**src/design/x86_64_instruction_encoder_unit_macros.svh**
```systemverilog
// Assertion macros shared by the encoder unit's RTL files.
// Every macro samples on the rising edge of clock and is disabled during reset.
`ifndef X86_64_INSTRUCTION_ENCODER_UNIT_MACROS_SVH
`define X86_64_INSTRUCTION_ENCODER_UNIT_MACROS_SVH

// The consequent must hold in the same cycle as the antecedent.
`define ENC_ASSERT_SAME(label, ante, cons, msg) \
   label: assert property (@(posedge clock) disable iff (reset) (ante) |-> (cons)) \
      else $error(msg);

// The consequent must hold in the cycle after the antecedent.
`define ENC_ASSERT_NEXT(label, ante, cons, msg) \
   label: assert property (@(posedge clock) disable iff (reset) (ante) |=> (cons)) \
      else $error(msg);

`endif

```
**src/design/x86enc_pkg.sv**
```systemverilog
// Package for the x86-64 instruction encoder unit: payload types and codes.
// It has no dependencies; the encoder and the top level import it.
`timescale 1ns / 1ps

package x86enc_pkg;

   localparam logic [2:0] MODE_PUSH  = 3'd0;
   localparam logic [2:0] MODE_POP   = 3'd1;
   localparam logic [2:0] MODE_MOV   = 3'd2;
   localparam logic [2:0] MODE_CALL  = 3'd3;
   localparam logic [2:0] MODE_LEAVE = 3'd4;
   localparam logic [2:0] MODE_RET   = 3'd5;

   localparam logic [1:0] KIND_REG = 2'd0;
   localparam logic [1:0] KIND_MEM = 2'd1;
   localparam logic [1:0] KIND_SYM = 2'd2;
   localparam logic [1:0] KIND_IMM = 2'd3;

   localparam logic [1:0] ERR_NONE  = 2'd0;
   localparam logic [1:0] ERR_COUNT = 2'd1;
   localparam logic [1:0] ERR_TYPES = 2'd2;
   localparam logic [1:0] ERR_BASE  = 2'd3;

   localparam logic [7:0] OP_PUSH    = 8'h50;
   localparam logic [7:0] OP_POP     = 8'h58;
   localparam logic [7:0] OP_MOV_IMM = 8'hc7;
   localparam logic [7:0] OP_MOV_LD  = 8'h8b;
   localparam logic [7:0] OP_MOV_ST  = 8'h89;
   localparam logic [7:0] OP_CALL    = 8'he8;
   localparam logic [7:0] OP_LEAVE   = 8'hc9;
   localparam logic [7:0] OP_RET     = 8'hc3;
   localparam logic [7:0] REX_W      = 8'h48;
   localparam logic [7:0] REX_BASE   = 8'h40;

   localparam int unsigned MAX_BYTES = 7;
   localparam int unsigned CNT_W     = $clog2(MAX_BYTES + 1);

   typedef struct packed {
      logic [2:0]         mode;
      logic [1:0]         operand_count;
      logic [1:0]         first_kind;
      logic [3:0]         first_reg;
      logic signed [31:0] first_disp;
      logic signed [31:0] first_imm;
      logic [1:0]         second_kind;
      logic [3:0]         second_reg;
      logic signed [31:0] second_disp;
   } req_type;

   typedef struct packed {
      logic [7:0]  code_byte;
      logic [31:0] byte_offset;
      logic        is_last;
      logic        reloc_here;
      logic [1:0]  error_code;
   } rsp_type;

   // One encoded instruction: its bytes, how many there are, and its status.
   typedef struct packed {
      logic [MAX_BYTES-1:0][7:0] bytes;
      logic [CNT_W-1:0]          count;
      logic                      is_call;
      logic [1:0]                err;
   } enc_type;

endpackage

```
**src/design/x86_64_instruction_encoder_unit.sv**
```systemverilog
// x86-64 instruction encoder unit: a request is registered, encoded, and its bytes leave
// one per cycle unless rsp_stall holds them. Request register, combinational encoder, then
// output register; an instruction of n bytes (1 to 7, or one error result) holds the byte
// serialiser until its last byte leaves, so one-byte instructions stream back to back.
// Synchronous active-high reset clears the valid flags, byte index and text offset.
`timescale 1ns / 1ps

`include "x86_64_instruction_encoder_unit_macros.svh"

module x86_64_instruction_encoder_unit
   import x86enc_pkg::*;
(
   input  logic    clock,
   input  logic    reset,
   input  logic    req_valid,
   output logic    req_stall,
   input  req_type req_data,
   output logic    rsp_valid,
   input  logic    rsp_stall,
   output rsp_type rsp_data
);

   logic             in_valid_ff, in_valid_in;
   req_type          req_ff;
   logic [CNT_W-1:0] idx_ff, idx_in;
   logic [31:0]      text_offset_ff, text_offset_in;
   logic             rsp_valid_ff, rsp_valid_in;
   rsp_type          rsp_ff, rsp_in;
   enc_type          enc;
   logic             out_load;
   logic             last_byte;
   logic             in_done;
   logic             req_take;

   x86enc_encode u_encode (
      .clock (clock),
      .reset (reset),
      .valid (in_valid_ff),
      .req   (req_ff),
      .enc   (enc)
   );

   assign out_load  = in_valid_ff && (!rsp_valid_ff || !rsp_stall);
   assign last_byte = (idx_ff == enc.count - CNT_W'(1));
   assign in_done   = out_load && last_byte;
   // The held request frees up in the cycle its last byte moves to the output.
   assign req_stall = in_valid_ff && !in_done;
   assign req_take  = req_valid && !req_stall;

   assign in_valid_in    = req_take || (in_valid_ff && !in_done);
   assign idx_in         = out_load ? (last_byte ? '0 : idx_ff + CNT_W'(1)) : idx_ff;
   assign rsp_valid_in   = out_load || (rsp_valid_ff && rsp_stall);
   assign text_offset_in = text_offset_ff + {31'd0, out_load && enc.err == ERR_NONE};

   always_comb begin
      rsp_in.code_byte   = enc.bytes[idx_ff[2:0]];
      rsp_in.byte_offset = text_offset_ff;
      rsp_in.is_last     = last_byte;
      rsp_in.reloc_here  = enc.is_call && (idx_ff == CNT_W'(1));
      rsp_in.error_code  = enc.err;
   end

   always_ff @(posedge clock) begin
      if (reset) begin
         in_valid_ff    <= 1'b0;
         idx_ff         <= '0;
         text_offset_ff <= '0;
         rsp_valid_ff   <= 1'b0;
      end else begin
         in_valid_ff    <= in_valid_in;
         idx_ff         <= idx_in;
         text_offset_ff <= text_offset_in;
         rsp_valid_ff   <= rsp_valid_in;
      end
   end

   always_ff @(posedge clock) begin
      if (req_take) begin
         req_ff <= req_data;
      end
      if (out_load) begin
         rsp_ff <= rsp_in;
      end
   end

   assign rsp_valid = rsp_valid_ff;
   assign rsp_data  = rsp_ff;

   `ENC_ASSERT_SAME(a_idx_in_range, in_valid_ff, idx_ff < enc.count, "byte index beyond encoded length")
   `ENC_ASSERT_NEXT(a_offset_hold, !(out_load && enc.err == ERR_NONE), $stable(text_offset_ff), "text offset moved without an emitted byte")
   `ENC_ASSERT_SAME(a_err_last, rsp_valid_ff && rsp_ff.error_code != ERR_NONE, rsp_ff.is_last && rsp_ff.code_byte == 8'd0, "error result must be a single zero byte")
   `ENC_ASSERT_SAME(a_reloc_shape, rsp_valid_ff && rsp_ff.reloc_here, !rsp_ff.is_last && rsp_ff.code_byte == 8'd0, "relocation flag on a wrong byte")

endmodule

```
**src/design/x86enc_encode.sv**
```systemverilog
// Combinational encoder: turns one registered request into its byte string.
// Depends on x86enc_pkg for the payload types, opcodes and error codes.
`timescale 1ns / 1ps

`include "x86_64_instruction_encoder_unit_macros.svh"

module x86enc_encode
   import x86enc_pkg::*;
(
   input  logic    clock,
   input  logic    reset,
   input  logic    valid,
   input  req_type req,
   output enc_type enc
);

   logic        bad_first;
   logic        bad_second;
   logic        store_form;
   logic [7:0]  mem_opc;
   logic [3:0]  mem_regf;
   logic [3:0]  mem_base;
   logic [31:0] mem_disp;
   logic [1:0]  mem_mod;
   logic        disp_short;

   // Bases whose low three bits are 4 or 5 would need SIB or RIP-relative forms.
   assign bad_first  = (req.first_reg[2:0] == 3'd4) || (req.first_reg[2:0] == 3'd5);
   assign bad_second = (req.second_reg[2:0] == 3'd4) || (req.second_reg[2:0] == 3'd5);

   assign store_form = (req.first_kind == KIND_REG) && (req.second_kind == KIND_MEM);
   assign mem_opc    = store_form ? OP_MOV_ST : OP_MOV_LD;
   assign mem_regf   = store_form ? req.first_reg : req.second_reg;
   assign mem_base   = store_form ? req.second_reg : req.first_reg;
   assign mem_disp   = store_form ? req.second_disp : req.first_disp;

   // A displacement fits in eight bits when its top 25 bits are all equal.
   assign disp_short = (mem_disp[31:7] == '0) || (mem_disp[31:7] == '1);
   assign mem_mod    = (mem_disp == '0) ? 2'd0 : (disp_short ? 2'd1 : 2'd2);

   always_comb begin
      enc       = '0;
      enc.count = CNT_W'(1);
      enc.err   = ERR_NONE;
      unique case (req.mode) inside
         MODE_PUSH, MODE_POP: begin
            if (req.operand_count != 2'd1) begin
               enc.err = ERR_COUNT;
            end else if (req.first_kind != KIND_REG) begin
               enc.err = ERR_TYPES;
            end else if (req.first_reg[3]) begin
               enc.bytes[0] = REX_BASE | 8'h01;
               enc.bytes[1] = ((req.mode == MODE_PUSH) ? OP_PUSH : OP_POP)
                              | {5'd0, req.first_reg[2:0]};
               enc.count    = CNT_W'(2);
            end else begin
               enc.bytes[0] = ((req.mode == MODE_PUSH) ? OP_PUSH : OP_POP)
                              | {5'd0, req.first_reg[2:0]};
            end
         end
         MODE_MOV: begin
            if (req.operand_count != 2'd2) begin
               enc.err = ERR_COUNT;
            end else if (req.first_kind == KIND_IMM && req.second_kind == KIND_REG) begin
               enc.bytes[0] = REX_W | {7'd0, req.second_reg[3]};
               enc.bytes[1] = OP_MOV_IMM;
               enc.bytes[2] = {5'b11000, req.second_reg[2:0]};
               enc.bytes[3] = req.first_imm[7:0];
               enc.bytes[4] = req.first_imm[15:8];
               enc.bytes[5] = req.first_imm[23:16];
               enc.bytes[6] = req.first_imm[31:24];
               enc.count    = CNT_W'(7);
            end else if (req.first_kind == KIND_REG && req.second_kind == KIND_REG) begin
               enc.bytes[0] = REX_W | {5'd0, req.second_reg[3], 1'b0, req.first_reg[3]};
               enc.bytes[1] = OP_MOV_LD;
               enc.bytes[2] = {2'b11, req.second_reg[2:0], req.first_reg[2:0]};
               enc.count    = CNT_W'(3);
            end else if (store_form || (req.first_kind == KIND_MEM &&
                                        req.second_kind == KIND_REG)) begin
               if (store_form ? bad_second : bad_first) begin
                  enc.err = ERR_BASE;
               end else begin
                  enc.bytes[0] = REX_W | {5'd0, mem_regf[3], 1'b0, mem_base[3]};
                  enc.bytes[1] = mem_opc;
                  enc.bytes[2] = {mem_mod, mem_regf[2:0], mem_base[2:0]};
                  enc.bytes[3] = mem_disp[7:0];
                  enc.bytes[4] = mem_disp[15:8];
                  enc.bytes[5] = mem_disp[23:16];
                  enc.bytes[6] = mem_disp[31:24];
                  case (mem_mod)
                     2'd0:    enc.count = CNT_W'(3);
                     2'd1:    enc.count = CNT_W'(4);
                     default: enc.count = CNT_W'(7);
                  endcase
               end
            end else begin
               enc.err = ERR_TYPES;
            end
         end
         MODE_CALL: begin
            if (req.operand_count != 2'd1) begin
               enc.err = ERR_COUNT;
            end else if (req.first_kind != KIND_SYM) begin
               enc.err = ERR_TYPES;
            end else begin
               enc.bytes[0] = OP_CALL;
               enc.count    = CNT_W'(5);
               enc.is_call  = 1'b1;
            end
         end
         MODE_LEAVE, MODE_RET: begin
            if (req.operand_count != 2'd0) begin
               enc.err = ERR_COUNT;
            end else begin
               enc.bytes[0] = (req.mode == MODE_LEAVE) ? OP_LEAVE : OP_RET;
            end
         end
         default: begin
            enc.err = ERR_TYPES;
         end
      endcase
   end

   `ENC_ASSERT_SAME(a_err_single, valid && enc.err != ERR_NONE, enc.count == CNT_W'(1) && enc.bytes == '0, "error encoding must be one zero byte")
   `ENC_ASSERT_SAME(a_count_range, valid, enc.count != '0 && enc.count <= CNT_W'(MAX_BYTES), "encoded length out of range")
   `ENC_ASSERT_SAME(a_call_shape, valid && enc.is_call, enc.count == CNT_W'(5) && enc.err == ERR_NONE, "call must encode to five bytes")

endmodule
```
**config.mk**
```make
export PLATFORM = sky130hd
export DESIGN_NAME = x86_64_instruction_encoder_unit
export DESIGN_NICKNAME = d
export VERILOG_FILES = /design/src/design/x86enc_pkg.sv /design/src/design/x86_64_instruction_encoder_unit.sv /design/src/design/x86enc_encode.sv
export VERILOG_INCLUDE_DIRS = /design/src /design/src/design
export SDC_FILE = /design/constraint.sdc
export NUM_CORES = 1
export LEC_CHECK = 0
export ABC_AREA = 0
export BUFFER_PORTS_ARGS = -buffer_cell sky130_fd_sc_hd__buf_2
export CORE_UTILIZATION = 45
export CTS_BUF_LIST = sky130_fd_sc_hd__clkbuf_16
export DETAILED_ROUTE_END_ITERATION = 10
export PLACE_DENSITY = 0.68
export SKIP_LAST_GASP = 1
export SLEW_MARGIN = 10
export SYNTH_ARGS = -nofsm -noshare
export SYNTH_HDL_FRONTEND = slang
export SYNTH_SLANG_ARGS = --single-unit
```
**constraint.sdc**
```tcl
create_clock -name clock -period 6.9 [get_ports clock]
set_clock_uncertainty 0.05 [all_clocks]
set_input_delay 1.035 -clock clock [delete_from_list [all_inputs] [get_ports clock]]
set_output_delay 1.035 -clock clock [all_outputs]
set_load 0.01 [all_outputs]
```
==> flow_metrics.py <==
metrics = {
    "setup_path": {
        "worst_setup_path_start_kind": "register",
        "rrSetupSlack_ps": 1670,
        "cp-end-kind": "output port",
        "r2r-start": "req_ff[107]",
        "r2r_end": "req_ff[46]",
        "cp_max_fo": 39,
        "cp.required_ps": 5810,
        "cp.arrival_ps": 4700,
        "crit_type": "register to output port",
        "r2r_cells": 14,
    },
    "yosys": {
        "synth_cell_types": 70,
        "ys_seq_elements": 194,
        "synth.cell_area_um2": 8540,
        "synth_adder_area_share_pct": 0.733,
        "synth-compound-area-share_pct": 10.1,
        "avgSynthCellArea_um2": 12.2,
        "synth_edf_count": 157,
        "synth-async-reset-ratio_pct": 0,
        "synth_top_family_by_area": "simple AND/OR/NAND/NOR gates",
        "synth_cells": 702,
        "ys.flop_type": "edfxtp_1",
        "yosysWarnings": 0,
        "yosys.area_share.simple_pct": 16.1,
        "synth_nets": 824,
        "synth_xor_area_share_pct": 2.77,
        "ys_seq_area_share_pct": 63.9,
        "synthMuxAreaShare_pct": 4.03,
    },
    "routing": {
        "routed_wl_um": 19700,
        "first_pass_iters": 5,
        "via_per_inst": 5.60,
        "vias": 6187,
        "ant_nets": 0,
        "drt_iter0_markers": 543,
        "drc": 0,
        "wl_per_cell_um": 17.8,
    },
    "die": {
        "rows": 50,
        "core_area_um2": 18600,
        "die_h_um": 140,
        "io_pins": 163,
        "die_x_um": 140,
        "start_util_pct": 45.8,
        "die-area_um2": 19500,
    },
    "pwr": {
        "powerDensity_nw_per_um2": 246,
        "p_leak_uw": 0.00381,
        "irDropWorstVdd_mv": 0.178,
    },
    "timing": {
        "fin_crit_sh_pct": 83.9,
        "tightest_slew_ps": 999,
        "max_clock_freq_mhz": 173,
        "timing.hold.ws_ps": 409,
        "period_minus_slack_ps": 5790,
        "tns_ps": 0,
        "rsz0062_at_grt": "false",
        "hold_viol": 0,
        "setup_violations": 0,
        "slew_headroom_pct": 33.4,
        "finalMaxSlewViolations": 0,
    },
    "finish": {
        "stdcell_area_um2": 10200,
        "finalNonFillerCells": 1104,
        "area_delta_synth_final_pct": 19.1,
        "diodes": 0,
        "drive_above_1_share_pct": 25.9,
        "fill_cells": 1562,
        "final_nets": 979,
    },
    "run": {
        "cap_viol_max_count": 0,
    },
    "global_routing": {
        "grt_start_max_net_pins": 73,
        "track_usage_pct": 20.9,
        "antenna_found_initial": 0,
        "grt_pass1_wl_um": 31300,
        "grt_pass1_vias": 5901,
        "overflow": 0,
    },
    "hold_path": {
        "hp-start": "text_offset_ff[0]",
        "hold_end": "rsp_data[4]",
        "hp-class": "register to register",
        "whs_path_depth": 0,
    },
    "clock_tree": {
        "postCtsSetupBuffers": 0,
        "cts_hold_buf": 0,
        "cts_max_level": 4,
        "clock_latency_ps": 430,
        "cts-buffers-inserted": 17,
        "cts-root-buf": "clkbuf_16",
        "cts_resized": 0,
        "clock_path_buffers": 2,
        "cts_tree": "done",
        "clk_pin_slew_ps": 70,
        "clock-sinks": 194,
    },
    "place": {
        "placed_area_um2": 9610,
        "dp_hpwl_um": 14000,
        "routabilityCongestion": 0.956,
        "place_inst": 1072,
        "io_buffers": 162,
    },
    "outcome": {
        "outcome": "complete, no violations",
    },
}
==> power breakdown <==
| part | internal [uW] | switching [uW] | total, uW | leakage (uW) |
|---|---|---|---|---|
| clock network | 494 | 450 | 943 | 0.000284 |
| logic | 69.5 | 103 | 173 | 0.00170 |
| registers | 1340 | 44.6 | 1380 | 0.00183 |
==> worst max-delay path by stage <==
stage / startpoint / end / slack [ps] / depth (start not counted)
2_1_floorplan: req_ff[106] / req_ff[0] / 830 / 13
3_3_place_gp: req_ff[107] / req_stall / 1670 / 12
3_5_place_dp: req_ff[107] / req_stall / 1580 / 12
4_1_cts: req_ff[107] / req_stall / 1090 / 12
5_1_grt: req_ff[107] / req_stall / 760 / 14
6_report: req_ff[107] / req_stall / 1110 / 12
==> state kept, by name, summed over array words and instances (netlist names) <==
register,flops
text_offset_ff,32
idx_ff,3
rsp_data,44
req_ff,113
in_valid_ff,1
rsp_valid,1
==> layout by cell type, fill, tap and decap left out, drive strengths merged, types with 4 or more instances in the layout <==
cell type,instances
mux4,4
buf,170
a211oi,7
ha,5
nand3,29
o22ai,10
clkbuf,18
nor2b,4
xor2,16
xnor2,11
clkinv,8
nor2,57
or3,6
mux2i,22
o21ai,29
nand2,72
dfxtp,37
a31oi,6
nand2b,7
o211ai,7
a32oi,6
nand4,21
nor3,15
edfxtp,157
a22oi,4
and3,9
a21oi,41
nor4,20
inv,22
==> through the flow <==
step                      setup slack, ps  power [uW]  util, %
after global placement               1670        1580     51.5
final                                1110        2500     54.6
after detailed placement             1580        1580     51.5
after CTS                            1090        2510     54.6
after global routing                  759        2580     54.6
after floorplan                       834        1490        -
==> synth_stat cells, drive strengths merged (10+ instances only) <==
cell | instances | share of area [%]
nor3 | 15 | 0.88
mux2i | 22 | 2.6
nor2 | 57 | 2.5
o22ai | 10 | 0.73
xor2 | 16 | 1.6
clkbuf | 25 | 1.1
dfxtp | 37 | 8.7
nand4 | 21 | 1.5
inv | 15 | 0.66
xnor2 | 11 | 1.1
o21ai | 29 | 1.7
nand2 | 72 | 3.2
a21oi | 41 | 2.4
nand3 | 29 | 1.8
edfxtp | 157 | 55
nor4 | 20 | 1.9
==> cells by family (layout without fill, tap and decap cells) <==
logic type	Yosys count	after routing
AND/OR/NAND/NOR	263	263
flip-flops	194	194
AO/OA/AOI/OAI	134	134
buffers and inverters	50	218
multiplexers	29	29
XOR/XNOR	27	27
adder cells (fa/ha/maj)	5	5
==> area by class of cell <==
type / instances / area [um2] / share of cell area (%)
Sequential cell: 194 / 5460 / 53.6
Multi-Input combinational cell: 458 / 2910 / 28.6
Timing Repair Buffer: 170 / 883 / 8.68
Clock buffer: 18 / 450 / 4.43
Tap cell: 234 / 293 / 2.88
Clock inverter: 14 / 116 / 1.14
Inverter: 16 / 60.1 / 0.590
==> metal layers <==
layer | track usage (%) | wire length (um) | vias to the layer above
met5 | 0 | 0 | -
met4 | 8.04 | 441 | 0
met3 | 5.02 | 1520 | 36
met2 | 31.4 | 8860 | 306
met1 | 29.1 | 8850 | 2871
li1 | - | - | 2974
==> critical path, cell delays in order (launching register included) <==
cell      delay [ps]
edfxtp_1         540
or4b_4           880
mux2_2           400
or4_4            540
nand2_1           90
ha_1             150
xor2_1           320
nor3_1           110
a221o_1          330
nor4_2           460
a211oi_2         120
nor2_1           150
buf_2            150
Note: power is estimated with default switching activity, not from simulation.
